`src/hdl/nlosf_pkg.sv`:
```
`default_nettype none
// ----------------------------------------------------------------------------
// nlosf_pkg
// Shared types and constants of the gated median and smoothing range filter.
// ----------------------------------------------------------------------------
package nlosf_pkg;

    localparam int RANGE_W   = 20;
    localparam int POWER_W   = 12;
    localparam int FILT_W    = 28;
    localparam int COUNT_W   = 32;
    localparam int THR_W     = 10;
    localparam int GAIN_W    = 9;
    localparam int STATUS_W  = 2;
    localparam int CFG_IDX_W = 8;
    localparam int CFG_DAT_W = 16;

    localparam logic [STATUS_W-1:0] ST_ACCEPTED = 2'd0;
    localparam logic [STATUS_W-1:0] ST_NLOS     = 2'd1;
    localparam logic [STATUS_W-1:0] ST_INVALID  = 2'd2;

    localparam logic [CFG_IDX_W-1:0] REG_NLOS_THRESHOLD = 8'd0;
    localparam logic [CFG_IDX_W-1:0] REG_SMOOTHING_GAIN = 8'd1;

    localparam logic [THR_W-1:0]  THR_RESET  = 10'd100;
    localparam logic [GAIN_W-1:0] GAIN_RESET = 9'd90;

    typedef struct packed {
        logic insert;  // shift a new sample in and reload the circulating ring
        logic step;    // compare and rotate the circulating ring one cell
    } t_cell_ctl;

endpackage
`default_nettype wire

```
`src/hdl/nlosf_cell.sv`:
```
`default_nettype none
// ----------------------------------------------------------------------------
// nlosf_cell
// One window cell: holds a sample, passes a circulating copy to its neighbor
// and counts how many stored samples rank below its own.
// ----------------------------------------------------------------------------
module nlosf_cell #(
    parameter int IDX_W    = 3,
    parameter int CELL_IDX = 0
) (
    input  wire                                i_clk,
    input  wire                                i_rst_n,
    input  wire nlosf_pkg::t_cell_ctl          i_ctl,
    input  wire signed [nlosf_pkg::RANGE_W-1:0] i_shin_val,
    input  wire                                i_shin_occ,
    input  wire signed [nlosf_pkg::RANGE_W-1:0] i_circ_val,
    input  wire                                i_circ_occ,
    input  wire        [IDX_W-1:0]             i_circ_idx,
    input  wire        [IDX_W-1:0]             i_lo_rank,
    input  wire        [IDX_W-1:0]             i_hi_rank,
    output logic signed [nlosf_pkg::RANGE_W-1:0] o_val,
    output logic                               o_occ,
    output logic signed [nlosf_pkg::RANGE_W-1:0] o_circ_val,
    output logic                               o_circ_occ,
    output logic       [IDX_W-1:0]             o_circ_idx,
    output logic                               o_is_lo,
    output logic                               o_is_hi
);

    localparam logic [IDX_W-1:0] MY_IDX = IDX_W'(CELL_IDX);

    logic signed [nlosf_pkg::RANGE_W-1:0] r_val;
    logic                                 r_occ;
    logic signed [nlosf_pkg::RANGE_W-1:0] r_cval;
    logic                                 r_cocc;
    logic        [IDX_W-1:0]              r_cidx;
    logic        [IDX_W-1:0]              r_rank;
    logic                                 w_hit;

    // Ties break on cell position so every stored sample gets a distinct rank.
    assign w_hit = r_cocc && ((r_cval < r_val) || ((r_cval == r_val) && (r_cidx < MY_IDX)));

    always_ff @(posedge i_clk) begin
        if (!i_rst_n) begin
            r_occ  <= 1'b0;
            r_cocc <= 1'b0;
        end else if (i_ctl.insert) begin
            r_occ  <= i_shin_occ;
            r_cocc <= i_shin_occ;
        end else if (i_ctl.step) begin
            r_cocc <= i_circ_occ;
        end
    end

    always_ff @(posedge i_clk) begin
        if (i_ctl.insert) begin
            r_val  <= i_shin_val;
            r_cval <= i_shin_val;
            r_cidx <= MY_IDX;
            r_rank <= '0;
        end else if (i_ctl.step) begin
            r_cval <= i_circ_val;
            r_cidx <= i_circ_idx;
            r_rank <= r_rank + IDX_W'(w_hit);
        end
    end

    assign o_val      = r_val;
    assign o_occ      = r_occ;
    assign o_circ_val = r_cval;
    assign o_circ_occ = r_cocc;
    assign o_circ_idx = r_cidx;
    assign o_is_lo    = r_occ && (r_rank == i_lo_rank);
    assign o_is_hi    = r_occ && (r_rank == i_hi_rank);

endmodule
`default_nettype wire

```
`src/hdl/nlos_gated_median_ema_range_filter.sv`:
```
`default_nettype none
// ----------------------------------------------------------------------------
// nlos_gated_median_ema_range_filter
// Range filter: drop invalid words, reject NLOS words, median of a sample
// window, then exponential smoothing in Q8 millimetres.
// ----------------------------------------------------------------------------
// Every input word yields exactly one result word carrying a status (accepted,
// NLOS, invalid), the smoothed range in 1/256 mm, a ready flag and the two
// wrapping counters. The block works on one word at a time: invalid and NLOS
// words go from acceptance straight to the emit state; an accepted word runs
// the rank pass, then the pick, difference, multiply and update states (the
// first accepted word seeds the filter and skips multiply and update). In the
// rank pass the window is a row of WINDOW_DEPTH cells; a copy of every sample
// travels once around the ring, one cell per cycle, while each cell counts how
// many samples rank below its own. A following multiply stage and a saturating
// add finish the smoothing. o_stall stays high from acceptance until the
// result is loaded into the output register; a result waiting there does not
// block the next word. Configuration writes are always ready and must only
// happen while the block is idle.
// ----------------------------------------------------------------------------
module nlos_gated_median_ema_range_filter #(
    parameter int WINDOW_DEPTH = 5
) (
    input  wire                                       i_clk,
    input  wire                                       i_rst_n,
    // input words
    input  wire                                       i_valid,
    output logic                                      o_stall,
    input  wire signed [nlosf_pkg::RANGE_W-1:0]       i_range_mm,
    input  wire signed [nlosf_pkg::POWER_W-1:0]       i_total_power,
    input  wire signed [nlosf_pkg::POWER_W-1:0]       i_first_path_power,
    input  wire                                       i_measurement_ok,
    // result words
    output logic                                      o_valid,
    input  wire                                       i_stall,
    output logic       [nlosf_pkg::STATUS_W-1:0]      o_status,
    output logic signed [nlosf_pkg::FILT_W-1:0]       o_filtered_range,
    output logic                                      o_filter_ready,
    output logic       [nlosf_pkg::COUNT_W-1:0]       o_accepted_total,
    output logic       [nlosf_pkg::COUNT_W-1:0]       o_rejected_total,
    // configuration writes
    input  wire                                       i_cfg_valid,
    output logic                                      o_cfg_ready,
    input  wire        [nlosf_pkg::CFG_IDX_W-1:0]     i_cfg_index,
    input  wire        [nlosf_pkg::CFG_DAT_W-1:0]     i_cfg_data
);

    localparam int IDX_W = (WINDOW_DEPTH > 1) ? $clog2(WINDOW_DEPTH) : 1;
    localparam int CNT_W = $clog2(WINDOW_DEPTH + 1);
    localparam logic [IDX_W-1:0] STEP_LAST = IDX_W'(WINDOW_DEPTH - 1);
    localparam logic [CNT_W-1:0] FILL_FULL = CNT_W'(WINDOW_DEPTH);

    localparam int RW = nlosf_pkg::RANGE_W;
    localparam int FW = nlosf_pkg::FILT_W;
    localparam int CW = nlosf_pkg::COUNT_W;
    localparam int DW = FW + 1;                      // median minus smoothed
    localparam int PW = DW + nlosf_pkg::GAIN_W + 1;  // gain times difference
    localparam int SW = PW + 1;                      // widened update sum

    localparam logic signed [SW-1:0] SAT_HI = SW'(134217727);
    localparam logic signed [SW-1:0] SAT_LO = -SW'(134217728);

    // sequencer codes
    localparam logic [2:0] S_IDLE = 3'd0;
    localparam logic [2:0] S_RANK = 3'd1;
    localparam logic [2:0] S_PICK = 3'd2;
    localparam logic [2:0] S_DIFF = 3'd3;
    localparam logic [2:0] S_MULT = 3'd4;
    localparam logic [2:0] S_UPDT = 3'd5;
    localparam logic [2:0] S_EMIT = 3'd6;

    logic [2:0]                       r_state;
    logic [2:0]                       n_state;
    logic [IDX_W-1:0]                 r_step;
    logic [CNT_W-1:0]                 r_fill;
    logic [nlosf_pkg::THR_W-1:0]      r_thr;
    logic [nlosf_pkg::GAIN_W-1:0]     r_gain;
    logic [nlosf_pkg::STATUS_W-1:0]   r_status;
    logic                             r_seeded;
    logic signed [FW-1:0]             r_smoothed;
    logic [nlosf_pkg::COUNT_W-1:0]    r_acc_cnt;
    logic [nlosf_pkg::COUNT_W-1:0]    r_rej_cnt;
    logic signed [RW-1:0]             r_lo;
    logic signed [RW-1:0]             r_hi;
    logic signed [DW-1:0]             r_diff;
    logic signed [PW-1:0]             r_prod;

    logic                             r_out_valid;
    logic [nlosf_pkg::STATUS_W-1:0]   r_out_status;
    logic signed [FW-1:0]             r_out_filt;
    logic                             r_out_ready;
    logic [nlosf_pkg::COUNT_W-1:0]    r_out_acc;
    logic [nlosf_pkg::COUNT_W-1:0]    r_out_rej;

    logic                             w_in_acc;
    logic                             w_out_free;
    logic signed [nlosf_pkg::POWER_W:0] w_pdiff;
    logic                             w_nlos;
    logic                             w_good;
    nlosf_pkg::t_cell_ctl             w_ctl;
    logic [CNT_W-1:0]                 w_fill_m1;
    logic [IDX_W-1:0]                 w_lo_rank;
    logic [IDX_W-1:0]                 w_hi_rank;
    logic signed [RW-1:0]             w_lo_sel;
    logic signed [RW-1:0]             w_hi_sel;
    logic signed [RW:0]               w_mid_sum;
    logic signed [FW-1:0]             w_med_q8;
    logic signed [PW-1:0]             w_prod_fl;
    logic signed [SW-1:0]             w_upd;

    logic signed [RW-1:0]             w_val    [WINDOW_DEPTH];
    logic                             w_occ    [WINDOW_DEPTH];
    logic signed [RW-1:0]             w_cval   [WINDOW_DEPTH];
    logic                             w_cocc   [WINDOW_DEPTH];
    logic [IDX_W-1:0]                 w_cidx   [WINDOW_DEPTH];
    logic [WINDOW_DEPTH-1:0]          w_is_lo;
    logic [WINDOW_DEPTH-1:0]          w_is_hi;

    // ---------------------------------------------------------------- handshake
    assign o_stall     = (r_state != S_IDLE);
    assign w_in_acc    = i_valid && !o_stall;
    assign w_out_free  = !r_out_valid || !i_stall;
    assign o_cfg_ready = 1'b1;

    // NLOS gate: exact 13-bit power difference against the unsigned threshold.
    assign w_pdiff = {i_total_power[nlosf_pkg::POWER_W-1], i_total_power}
                   - {i_first_path_power[nlosf_pkg::POWER_W-1], i_first_path_power};
    assign w_nlos  = $signed({w_pdiff[nlosf_pkg::POWER_W], w_pdiff})
                   > $signed({4'b0000, r_thr});
    assign w_good  = i_measurement_ok && !w_nlos;

    assign w_ctl.insert = w_in_acc && w_good;
    assign w_ctl.step   = (r_state == S_RANK);

    // ---------------------------------------------------------------- window row
    // Odd fill: both targets name the middle sample. Even fill: the two middles.
    assign w_fill_m1 = r_fill - CNT_W'(1);
    assign w_lo_rank = IDX_W'(w_fill_m1 >> 1);
    assign w_hi_rank = IDX_W'(r_fill >> 1);

    for (genvar g = 0; g < WINDOW_DEPTH; g++) begin : g_cell
        localparam int PREV = (g == 0) ? WINDOW_DEPTH - 1 : g - 1;
        logic signed [RW-1:0] w_sh_val;
        logic                 w_sh_occ;

        if (g == 0) begin : g_head
            assign w_sh_val = i_range_mm;
            assign w_sh_occ = 1'b1;
        end else begin : g_body
            assign w_sh_val = w_val[g-1];
            assign w_sh_occ = w_occ[g-1];
        end

        nlosf_cell #(
            .IDX_W    (IDX_W),
            .CELL_IDX (g)
        ) u_cell (
            .i_clk      (i_clk),
            .i_rst_n    (i_rst_n),
            .i_ctl      (w_ctl),
            .i_shin_val (w_sh_val),
            .i_shin_occ (w_sh_occ),
            .i_circ_val (w_cval[PREV]),
            .i_circ_occ (w_cocc[PREV]),
            .i_circ_idx (w_cidx[PREV]),
            .i_lo_rank  (w_lo_rank),
            .i_hi_rank  (w_hi_rank),
            .o_val      (w_val[g]),
            .o_occ      (w_occ[g]),
            .o_circ_val (w_cval[g]),
            .o_circ_occ (w_cocc[g]),
            .o_circ_idx (w_cidx[g]),
            .o_is_lo    (w_is_lo[g]),
            .o_is_hi    (w_is_hi[g])
        );
    end

    // Ranks are unique among stored samples, so an OR of the flagged cells picks one.
    always_comb begin
        w_lo_sel = '0;
        w_hi_sel = '0;
        for (int k = 0; k < WINDOW_DEPTH; k++) begin
            if (w_is_lo[k]) begin
                w_lo_sel = w_lo_sel | w_val[k];
            end
            if (w_is_hi[k]) begin
                w_hi_sel = w_hi_sel | w_val[k];
            end
        end
    end

    // ---------------------------------------------------------------- smoothing
    // Median in Q8 is (lo + hi) * 128, exact for odd and even fill alike.
    assign w_mid_sum = {r_lo[RW-1], r_lo} + {r_hi[RW-1], r_hi};
    assign w_med_q8  = {w_mid_sum, 7'b0000000};
    // Arithmetic shift floors toward minus infinity.
    assign w_prod_fl = r_prod >>> 8;
    assign w_upd     = {{(SW-FW){r_smoothed[FW-1]}}, r_smoothed}
                     + {w_prod_fl[PW-1], w_prod_fl};

    // ---------------------------------------------------------------- sequencer
    always_comb begin
        n_state = r_state;
        case (r_state)
            S_IDLE: begin
                if (w_in_acc) begin
                    n_state = w_good ? S_RANK : S_EMIT;
                end
            end
            S_RANK: begin
                if (r_step == STEP_LAST) begin
                    n_state = S_PICK;
                end
            end
            S_PICK: n_state = S_DIFF;
            S_DIFF: n_state = r_seeded ? S_MULT : S_EMIT;
            S_MULT: n_state = S_UPDT;
            S_UPDT: n_state = S_EMIT;
            S_EMIT: begin
                if (w_out_free) begin
                    n_state = S_IDLE;
                end
            end
            default: n_state = S_IDLE;
        endcase
    end

    always_ff @(posedge i_clk) begin
        if (!i_rst_n) begin
            r_state   <= S_IDLE;
            r_step    <= '0;
            r_fill    <= '0;
            r_thr     <= nlosf_pkg::THR_RESET;
            r_gain    <= nlosf_pkg::GAIN_RESET;
            r_seeded  <= 1'b0;
            r_smoothed <= '0;
            r_acc_cnt <= '0;
            r_rej_cnt <= '0;
        end else begin
            r_state <= n_state;

            // configuration: unknown indexes drop, data masks to register width
            if (i_cfg_valid && o_cfg_ready) begin
                case (i_cfg_index)
                    nlosf_pkg::REG_NLOS_THRESHOLD:
                        r_thr  <= i_cfg_data[nlosf_pkg::THR_W-1:0];
                    nlosf_pkg::REG_SMOOTHING_GAIN:
                        r_gain <= i_cfg_data[nlosf_pkg::GAIN_W-1:0];
                    default: ;
                endcase
            end

            if (w_in_acc && i_measurement_ok) begin
                if (w_nlos) begin
                    r_rej_cnt <= r_rej_cnt + CW'(1);
                end else begin
                    r_acc_cnt <= r_acc_cnt + CW'(1);
                    if (r_fill != FILL_FULL) begin
                        r_fill <= r_fill + CNT_W'(1);
                    end
                end
            end

            // advance the rank pass one cell per cycle
            if (w_ctl.insert) begin
                r_step <= '0;
            end else if (r_state == S_RANK) begin
                r_step <= r_step + IDX_W'(1);
            end

            if (r_state == S_DIFF && !r_seeded) begin
                r_smoothed <= w_med_q8;
                r_seeded   <= 1'b1;
            end else if (r_state == S_UPDT) begin
                if (w_upd > SAT_HI) begin
                    r_smoothed <= SAT_HI[FW-1:0];
                end else if (w_upd < SAT_LO) begin
                    r_smoothed <= SAT_LO[FW-1:0];
                end else begin
                    r_smoothed <= w_upd[FW-1:0];
                end
            end
        end
    end

    // datapath registers: no reset needed
    always_ff @(posedge i_clk) begin
        if (w_in_acc) begin
            r_status <= !i_measurement_ok ? nlosf_pkg::ST_INVALID
                      : (w_nlos ? nlosf_pkg::ST_NLOS : nlosf_pkg::ST_ACCEPTED);
        end
        if (r_state == S_PICK) begin
            r_lo <= w_lo_sel;
            r_hi <= w_hi_sel;
        end
        if (r_state == S_DIFF) begin
            r_diff <= {w_med_q8[FW-1], w_med_q8} - {r_smoothed[FW-1], r_smoothed};
        end
        if (r_state == S_MULT) begin
            r_prod <= PW'($signed({1'b0, r_gain})) * PW'(r_diff);
        end
    end

    // ---------------------------------------------------------------- output register
    always_ff @(posedge i_clk) begin
        if (!i_rst_n) begin
            r_out_valid <= 1'b0;
        end else if (r_state == S_EMIT && w_out_free) begin
            r_out_valid <= 1'b1;
        end else if (!i_stall) begin
            r_out_valid <= 1'b0;
        end
    end

    always_ff @(posedge i_clk) begin
        if (r_state == S_EMIT && w_out_free) begin
            r_out_status <= r_status;
            r_out_filt   <= r_smoothed;
            r_out_ready  <= r_seeded;
            r_out_acc    <= r_acc_cnt;
            r_out_rej    <= r_rej_cnt;
        end
    end

    assign o_valid          = r_out_valid;
    assign o_status         = r_out_status;
    assign o_filtered_range = r_out_filt;
    assign o_filter_ready   = r_out_ready;
    assign o_accepted_total = r_out_acc;
    assign o_rejected_total = r_out_rej;

endmodule
`default_nettype wire

```
`config.mk`:
```
export PLATFORM = sky130hd
export DESIGN_NAME = nlos_gated_median_ema_range_filter
export DESIGN_NICKNAME = d
export VERILOG_FILES = /design/src/hdl/nlosf_pkg.sv /design/src/hdl/nlosf_cell.sv /design/src/hdl/nlos_gated_median_ema_range_filter.sv
export SDC_FILE = /design/constraint.sdc
export NUM_CORES = 2
export LEC_CHECK = 0
export BUFFER_PORTS_ARGS = -buffer_cell sky130_fd_sc_hd__buf_2
export CAP_MARGIN = 20
export CORE_UTILIZATION = 40
export CTS_BUF_LIST = sky130_fd_sc_hd__clkbuf_8 sky130_fd_sc_hd__clkbuf_16
export DETAILED_ROUTE_END_ITERATION = 7
export MAX_ROUTING_LAYER = met4
export SLEW_MARGIN = 20
export SYNTH_ARGS = -nofsm -noshare
export SYNTH_HDL_FRONTEND = slang
export SYNTH_SLANG_ARGS = --single-unit
```
`constraint.sdc`:
```
create_clock -name i_clk -period 10.74 [get_ports i_clk]
set_input_delay 0.537 -clock i_clk [delete_from_list [all_inputs] [get_ports i_clk]]
set_output_delay 0.537 -clock i_clk [all_outputs]
set_load 0.005 [all_outputs]
```
# --- After elaboration in Yosys (flattened, before gate mapping) ---
# Index checks and enable logic that the tools add are counted.
word_totals:
  latchBits: 0
  in_bits: 74
  mem_count: 0
  output_inout_bits: 98
  word_cells: 210
  ramBits: 0
  mem_bits_ro: 0
  register_bits: 567
op_classes:
  reduce_logical: 50
  shift: 0
  div: 0
  n_eq_ne: 28
  n_lt_le_gt_ge: 13
  multipliers: 1
  mux: 43
  n_addsub: 14
  n_bitwise: 10
ops:
  columns: ["cell", "count"]
  rows:
  - ["20-bit two-way mux", 20]
  - ["20-bit OR", 8]
  - ["28-bit two-way mux", 4]
  - ["20-bit equality test", 5]
  - ["20-bit less-than comparator", 5]
  - ["32-bit by 1-bit adder with 32-bit output, second input constant", 2]
  - ["10-bit by 29-bit multiplier with 39-bit output", 1]
  - ["28-bit by 31-bit adder with 32-bit output", 1]
  - ["32-bit by 28-bit > comparator with 1-bit output, second input constant", 1]
  - ["32-bit by 28-bit less-than comparator with 1-bit output, second input constant", 1]
  - ["3-bit by 2-bit equality test with 1-bit output", 10]
  - ["28-bit by 28-bit subtractor with 29-bit output", 1]
  - ["1-bit logical AND", 26]
  - ["20-bit by 20-bit adder with 21-bit output", 1]
  - ["3-bit one-hot mux with 7 select lines", 1]
  - ["3-bit by 1-bit adder with 3-bit output", 5]
  - ["13-bit by 11-bit > comparator with 1-bit output", 1]
  - ["1-bit two-way mux", 13]
  - ["12-bit by 12-bit subtractor with 13-bit output", 1]
  - ["3-bit equality test, second input constant", 4]
  - ["3-bit two-way mux", 4]
  - ["8-bit by 1-bit equality test with 1-bit output, second input constant", 1]
  - ["8-bit logical NOT", 1]
  - ["2-bit AND reduction", 4]
  - ["19 further kinds", 38]

# --- Logic depth before layout (Yosys ltp) ---
logic_depth:
  depth_word: 12
  ltp_mapped: 23
  depth_no_buf: 22

# --- By module ---
# From an unflattened synthesis, not the netlist that was laid out.
unflattened:
  cells_unflattened: 3534
  hier_area_um2: 37394.6
by_module_without_submodules:
  columns: ["module", "cells_per_inst", "seq_area_each_um2", "area_each_um2", "n_inst"]
  rows:
  - ["nlos_gated_median_ema_range_filter", 2652, 8358.0, 25495.7, 1]
  - ["nlosf_cell at g_cell[3].u_cell", 177, 1361.3, 2392.3, 1]
  - ["nlosf_cell at g_cell[1].u_cell", 177, 1361.3, 2391.0, 1]
  - ["nlosf_cell at g_cell[4].u_cell", 182, 1361.3, 2383.5, 1]
  - ["nlosf_cell at g_cell[2].u_cell", 176, 1361.3, 2373.5, 1]
  - ["nlosf_cell at g_cell[0].u_cell", 170, 1361.3, 2358.5, 1]

# --- Least setup slack after synthesis ---
# Ideal clock, no wire load.
synth_timing:
  path_type: "input to register"
  start: "input port i_total_power[0] (netlist bit)"
  end: "register g_cell[0].u_cell.r_cval (netlist bit g_cell[0].u_cell.o_circ_val[0]), enable pin"
  t_required_ns: 9.816
  path_stages: 18
  setup_time_ns: 0.924
  arrival_time_ns: 5.297
  slack_ns: 4.519
  path_buffers: 1
  cell_sequence: "inv_1 ha_1 fa_1 nor2b_1 o21ai_1 a21boi_2 o21a_2 a21oi_1 xnor2_1 ha_1 and3_1 nand2_1 a41oi_1 a311oi_4 nor2_2 nand2_1 clkbuf_1 nand2_1"
synth_between:
  elab_chain_len: 6
synth_lines:
  columns: ["element", "line", "text"]
  rows:
  - ["from (decl)", "nlos_gated_median_ema_range_filter.sv:30", "input wire signed [nlosf_pkg::POWER_W-1:0] i_total_power,"]
  - ["12-bit by 12-bit subtractor with 13-bit output", "nlos_gated_median_ema_range_filter.sv:127", "- {i_first_path_power[nlosf_pkg::POWER_W-1], i_first_path_power};"]
  - ["13-bit by 11-bit > comparator with 1-bit output", "nlos_gated_median_ema_range_filter.sv:129", "> $signed({4'b0000, r_thr});"]
  - ["1-bit logical NOT", "nlos_gated_median_ema_range_filter.sv:130", "assign w_good = i_measurement_ok && !w_nlos;"]
  - ["1-bit logical AND", "nlos_gated_median_ema_range_filter.sv:130", null]
  - ["1-bit logical AND", "nlos_gated_median_ema_range_filter.sv:132", "assign w_ctl.insert = w_in_acc && w_good;"]
  - ["2-bit nonzero test (no line)", null, null]
  - ["to (signal assigned)", "nlosf_cell.sv:58", "r_cval <= i_shin_val;"]
  - ["to (signal assigned)", "nlosf_cell.sv:62", "r_cval <= i_circ_val;"]
  - ["to (decl)", "nlosf_cell.sv:34", "logic signed [nlosf_pkg::RANGE_W-1:0] r_cval;"]
# No other way between the ends.
# A chain may end at the register's enable or synchronous reset.

# --- Worst setup path in the final report ---
layout_timing:
  start: "register r_gain[3] (netlist bit)"
  end: "register r_prod[38] (data pin)"
layout_between:
  elab_chain_len: 1
layout_lines:
  columns: ["element", "line", "text"]
  rows:
  - ["from (decl)", "nlos_gated_median_ema_range_filter.sv:77", "logic [nlosf_pkg::GAIN_W-1:0] r_gain;"]
  - ["from (signal assigned)", "nlos_gated_median_ema_range_filter.sv:234", "r_gain <= nlosf_pkg::GAIN_RESET;"]
  - ["from (signal assigned)", "nlos_gated_median_ema_range_filter.sv:248", "r_gain <= i_cfg_data[nlosf_pkg::GAIN_W-1:0];"]
  - ["10-bit by 29-bit multiplier with 39-bit output", "nlos_gated_median_ema_range_filter.sv:300", "r_prod <= PW'($signed({1'b0, r_gain})) * PW'(r_diff);"]
  - ["to (signal assigned)", "nlos_gated_median_ema_range_filter.sv:300", null]
  - ["to (decl)", "nlos_gated_median_ema_range_filter.sv:86", "logic signed [PW-1:0] r_prod;"]
# No other way between the ends.

==> metrics.md <==
| Metric | Value |
|---|---|
| Setup repair after global routing missed its margin | `false` |
| Total negative slack | `0 ns` |
| Highest-count cells in the layout ignoring fill and taps | `sky130_fd_sc_hd__inv_1, sky130_fd_sc_hd__nand2_1, sky130_fd_sc_hd__edfxtp_1, sky130_fd_sc_hd__ha_1, sky130_fd_sc_hd__fa_1` |
| End-of-flow core utilization | `45.2%` |
| Start-to-end type of the worst setup path | `flip-flop to flip-flop` |
| Die Height | `roughly 310 µm` |
| Gate family responsible for the most delay along the worst path | `adder cells` |
| PortBufs | `~160` |
| Total number of vias | `between 20000 and 30000` |
| Min-delay worst type | `input port to flip-flop` |
| Shortest period the worst path allows | `around 7.1 ns` |
| Buffer cell driving the clock tree root | `sky130_fd_sc_hd__clkbuf_16` |
| Highest fanout seen on the critical path | `20` |
| FF+latch area | `15200 µm²` |
| CTS tree | `done` |
| Switching power share of the total | `between 30% and 40%` |
| Post-placement cell area | `~39000 µm²` |
| Syn_nets | `4115` |
| Maximum cell stage delay along the critical path | `~0.72 ns` |
| Number of gates resized after cts | `0` |
| IR Drop Worst-Case VDD | `0.153 mV` |
| Buf/Inv on CP | `4` |
| Register clock-pin slew on the reported worst setup and hold paths | `around 0.060 ns` |
| Flop pwr share | `35.7%` |
| Number of antenna violations at the first check in global routing | `1` |
| Startpoint Class | `flip-flop` |
| Core ar. | `91900 µm²` |
| Fill count | `about 8700` |
| Post-CTS Repair Setup Buffers | `0` |
| Synthesized area per cell | `around 11 µm²` |
| Detailed-router iteration count before antenna repair | `8` |
| Number of buffers on the longest clock path | `3` |
| Number of warning messages in the yosys log | `0` |
| CTS hold repair buffers | `0` |
| HPWL after DPL | `just under 70 mm` |
| Share of the yosys chip area belonging to registers | `around two fifths` |
| DRT Wirelength | `90.5 mm` |
| Combined area of all synthesized cells | `between 30000 and 40000 µm²` |
| Power density over the cells | `between 200 and 250 nW/µm²` |
| Share of synthesized flip-flops with an asynchronous set or reset | `0%` |
| Global-route congestion overflow total | `0` |
| Final-report setup violation count | `0` |
| Worst clock skew | `0.0555 ns` |
| Comb power frac | `38.0%` |
| Clock buffers created by TritonCTS | `67` |
| I/O pin count | `172` |
| Largest net degree at the start of global routing | `between 100 and 150` |
| Area growth from synthesis to layout | `11.6%` |
| Starting density of the core | `40.5%` |
| Critical Path Sink Type | `flip-flop` |
| Final Instance Area | `approximately 42000 µm²` |
| Count of mapped cells out of synthesis | `approximately 3500` |
| Number of enable flip-flop cells after synthesis | `about 400` |
| Via count of the first global-routing pass | `around 26000` |
| Max capacitance violation total | `0` |
| Internal power | `approximately 5.4 mW` |
| Number of core rows | `111` |
| Required time of the worst setup path | `approximately 11 ns` |
| Max Clk Rate | `about 140 MHz` |
| Latest clock arrival within the worst-skew pair | `roughly 0.65 ns` |
| Status | `finished clean` |
| Hold violation total from the final report | `0` |
| Most numerous cell on the critical path | `sky130_fd_sc_hd__fa_1` |
| Htree depth | `3` |
| Width of the die | `around 310 µm` |
| Ys flop type | `sky130_fd_sc_hd__edfxtp_1` |
| Measured slew at the worst slew-check pin | `between 1 and 1.5 ns` |
| First-pass GRT wire length | `143 mm` |
| Total Routing Usage GR | `19.9%` |
| Routed WL per cell | `about 18 µm` |
| Antenna-violating nets left | `0` |
| Clock net sink count | `approximately 560` |
| DIE AREA | `~94000 µm²` |
| Count of unresolved DRC violations after routing | `0` |
| Share of final-layout standard cells stronger than drive strength 1 | `between 10% and 20%` |
| Cells along the critical path | `buf_4 -> nand2_1 -> fa_1 -> inv_1 -> fa_1 -> fa_1 -> fa_1 -> inv_1 -> fa_1 -> inv_1 -> ha_1 -> a21o_1 -> a21o_1 -> a21oi_1 -> nand3_1 -> o311ai_0 -> o21ai_0 -> o41a_1 -> a21o_1 -> a21oi_1 -> xnor2_1` |
| Data arrival time of the critical path | `between 7 and 8 ns` |
| Static leakage | `~18 nW` |
| Worst slew margin relative to its limit | `between 30% and 40%` |
| Area of combinational cells with multiple inputs | `between 20000 and 25000 µm²` |
| Initial DRC Count | `between 1500 and 2000` |
| Least setup slack across all paths after layout | `3.61 ns` |
| Commonest non-fill, non-tap cell in the layout | `sky130_fd_sc_hd__inv_1` |
| Worst setup timing slack at the placement stage | `about 3.5 ns` |
| Nets | `roughly 4200` |
| Worst hold margin | `0.0906 ns` |
| Share of power burned in the clock network | `about a quarter` |
| Number of flip-flops and latches in the synthesized netlist | `roughly 560` |
| Final max-slew violation count | `0` |
| Post-synthesis cell type count | `82` |
| Routability cong. | `~0.88` |
| Net switching power of the design | `about 3.1 mW` |
| Vias per Instance | `about 5.3` |
| Slowest cell on the critical path | `sky130_fd_sc_hd__o311ai_0` |
| Final period util | `66.3%` |
## state kept, by name (all words and copies together) (netlist names), 20 cells and up
| name | cells |
|---|---|
| o_accepted_total | 32 |
| o_rejected_total | 32 |
| o_filtered_range | 28 |
| g_cell.u_cell.o_val | 100 |
| r_acc_cnt | 32 |
| r_diff | 29 |
| g_cell.u_cell.o_circ_val | 100 |
| r_hi | 20 |
| r_rej_cnt | 32 |
| r_prod | 31 |
| r_smoothed | 28 |
| r_lo | 20 |
## worst paths after layout
path	end	slack (ns)	start	depth (start not counted)
worst max-delay path	r_prod[38]	3.61	r_gain[3]	21
worst min-delay path	g_cell[0].u_cell.o_val[4]	0.09	i_range_mm[4]	1
worst max register to register	r_prod[38]	3.61	r_gain[3]	21
worst min register to register	o_status[0]	0.42	r_status[0]	0
## stage by stage
| stage | instances | power (mW) |
|---|---|---|
| after floorplan | 3534 | 5.43 |
| after global placement | 4834 | 6.31 |
| after detailed placement | 4834 | 6.35 |
| after CTS | 4956 | 8.64 |
| after global routing | 4956 | 9.14 |
| final | 4957 | 8.56 |
## layout make-up
type / instances / share of cell area, %
Antenna cell: 1 / 0.00602
Clock buffer: 77 / 4.45
Clock inverter: 45 / 0.834
Inverter: 403 / 3.66
Multi-Input combinational cell: 2433 / 48.2
Sequential cell: 559 / 36.5
Tap cell: 1243 / 3.74
Timing Repair Buffer: 196 / 2.58
## cells by family (layout without fill, tap and decap cells)
| group | Yosys count | after routing | synth area share, % |
|---|---|---|---|
| other | 1 | 2 | 0.0101 |
| AOI/OAI and AO/OA | 587 | 587 | 10.8 |
| and+or+nand+nor | 1045 | 1045 | 13.7 |
| buffers and inverters | 542 | 721 | 5.68 |
| adders and majority gates | 507 | 507 | 21.4 |
| muxes | 156 | 156 | 4.52 |
| DFF | 559 | 559 | 40.7 |
| xor gates and xnor gates | 137 | 137 | 3.22 |
## layer usage
| layer | part of all wire (%) | track usage (%) |
|---|---|---|
| met1 | 45 | 25.8 |
| met2 | 48 | 32.3 |
| met3 | 4.9 | 2.68 |
| met4 | 2.8 | 6.54 |
| met5 | 0 | - |
## synthesized netlist by cell type (77+ instances only)
master / number / share of area, %
sky130_fd_sc_hd__fa_1: 215 / 12
sky130_fd_sc_hd__xnor2_1: 84 / 2.0
sky130_fd_sc_hd__a21o_1: 77 / 1.6
sky130_fd_sc_hd__dfxtp_1: 162 / 8.7
sky130_fd_sc_hd__nor2_1: 126 / 1.3
sky130_fd_sc_hd__ha_1: 292 / 9.8
sky130_fd_sc_hd__edfxtp_1: 397 / 32
sky130_fd_sc_hd__clkbuf_1: 109 / 1.1
sky130_fd_sc_hd__a21oi_1: 166 / 2.2
sky130_fd_sc_hd__nand2_1: 421 / 4.2
sky130_fd_sc_hd__and2_1: 138 / 2.3
sky130_fd_sc_hd__o21ai_0: 86 / 1.2
sky130_fd_sc_hd__inv_1: 402 / 4.1
## power by group through the flow
| stage | clock (mW) | combinational, mW | sequential, mW |
|---|---|---|---|
| global route | 2.39 | 3.66 | 3.09 |
| detailed placement | 0 | 3.25 | 3.10 |
| global placement | 0 | 3.22 | 3.09 |
| CTS | 2.31 | 3.27 | 3.05 |
| finish | 2.26 | 3.25 | 3.05 |
| floorplan | 0 | 2.44 | 2.99 |
Power figures use the tool's default switching activity.
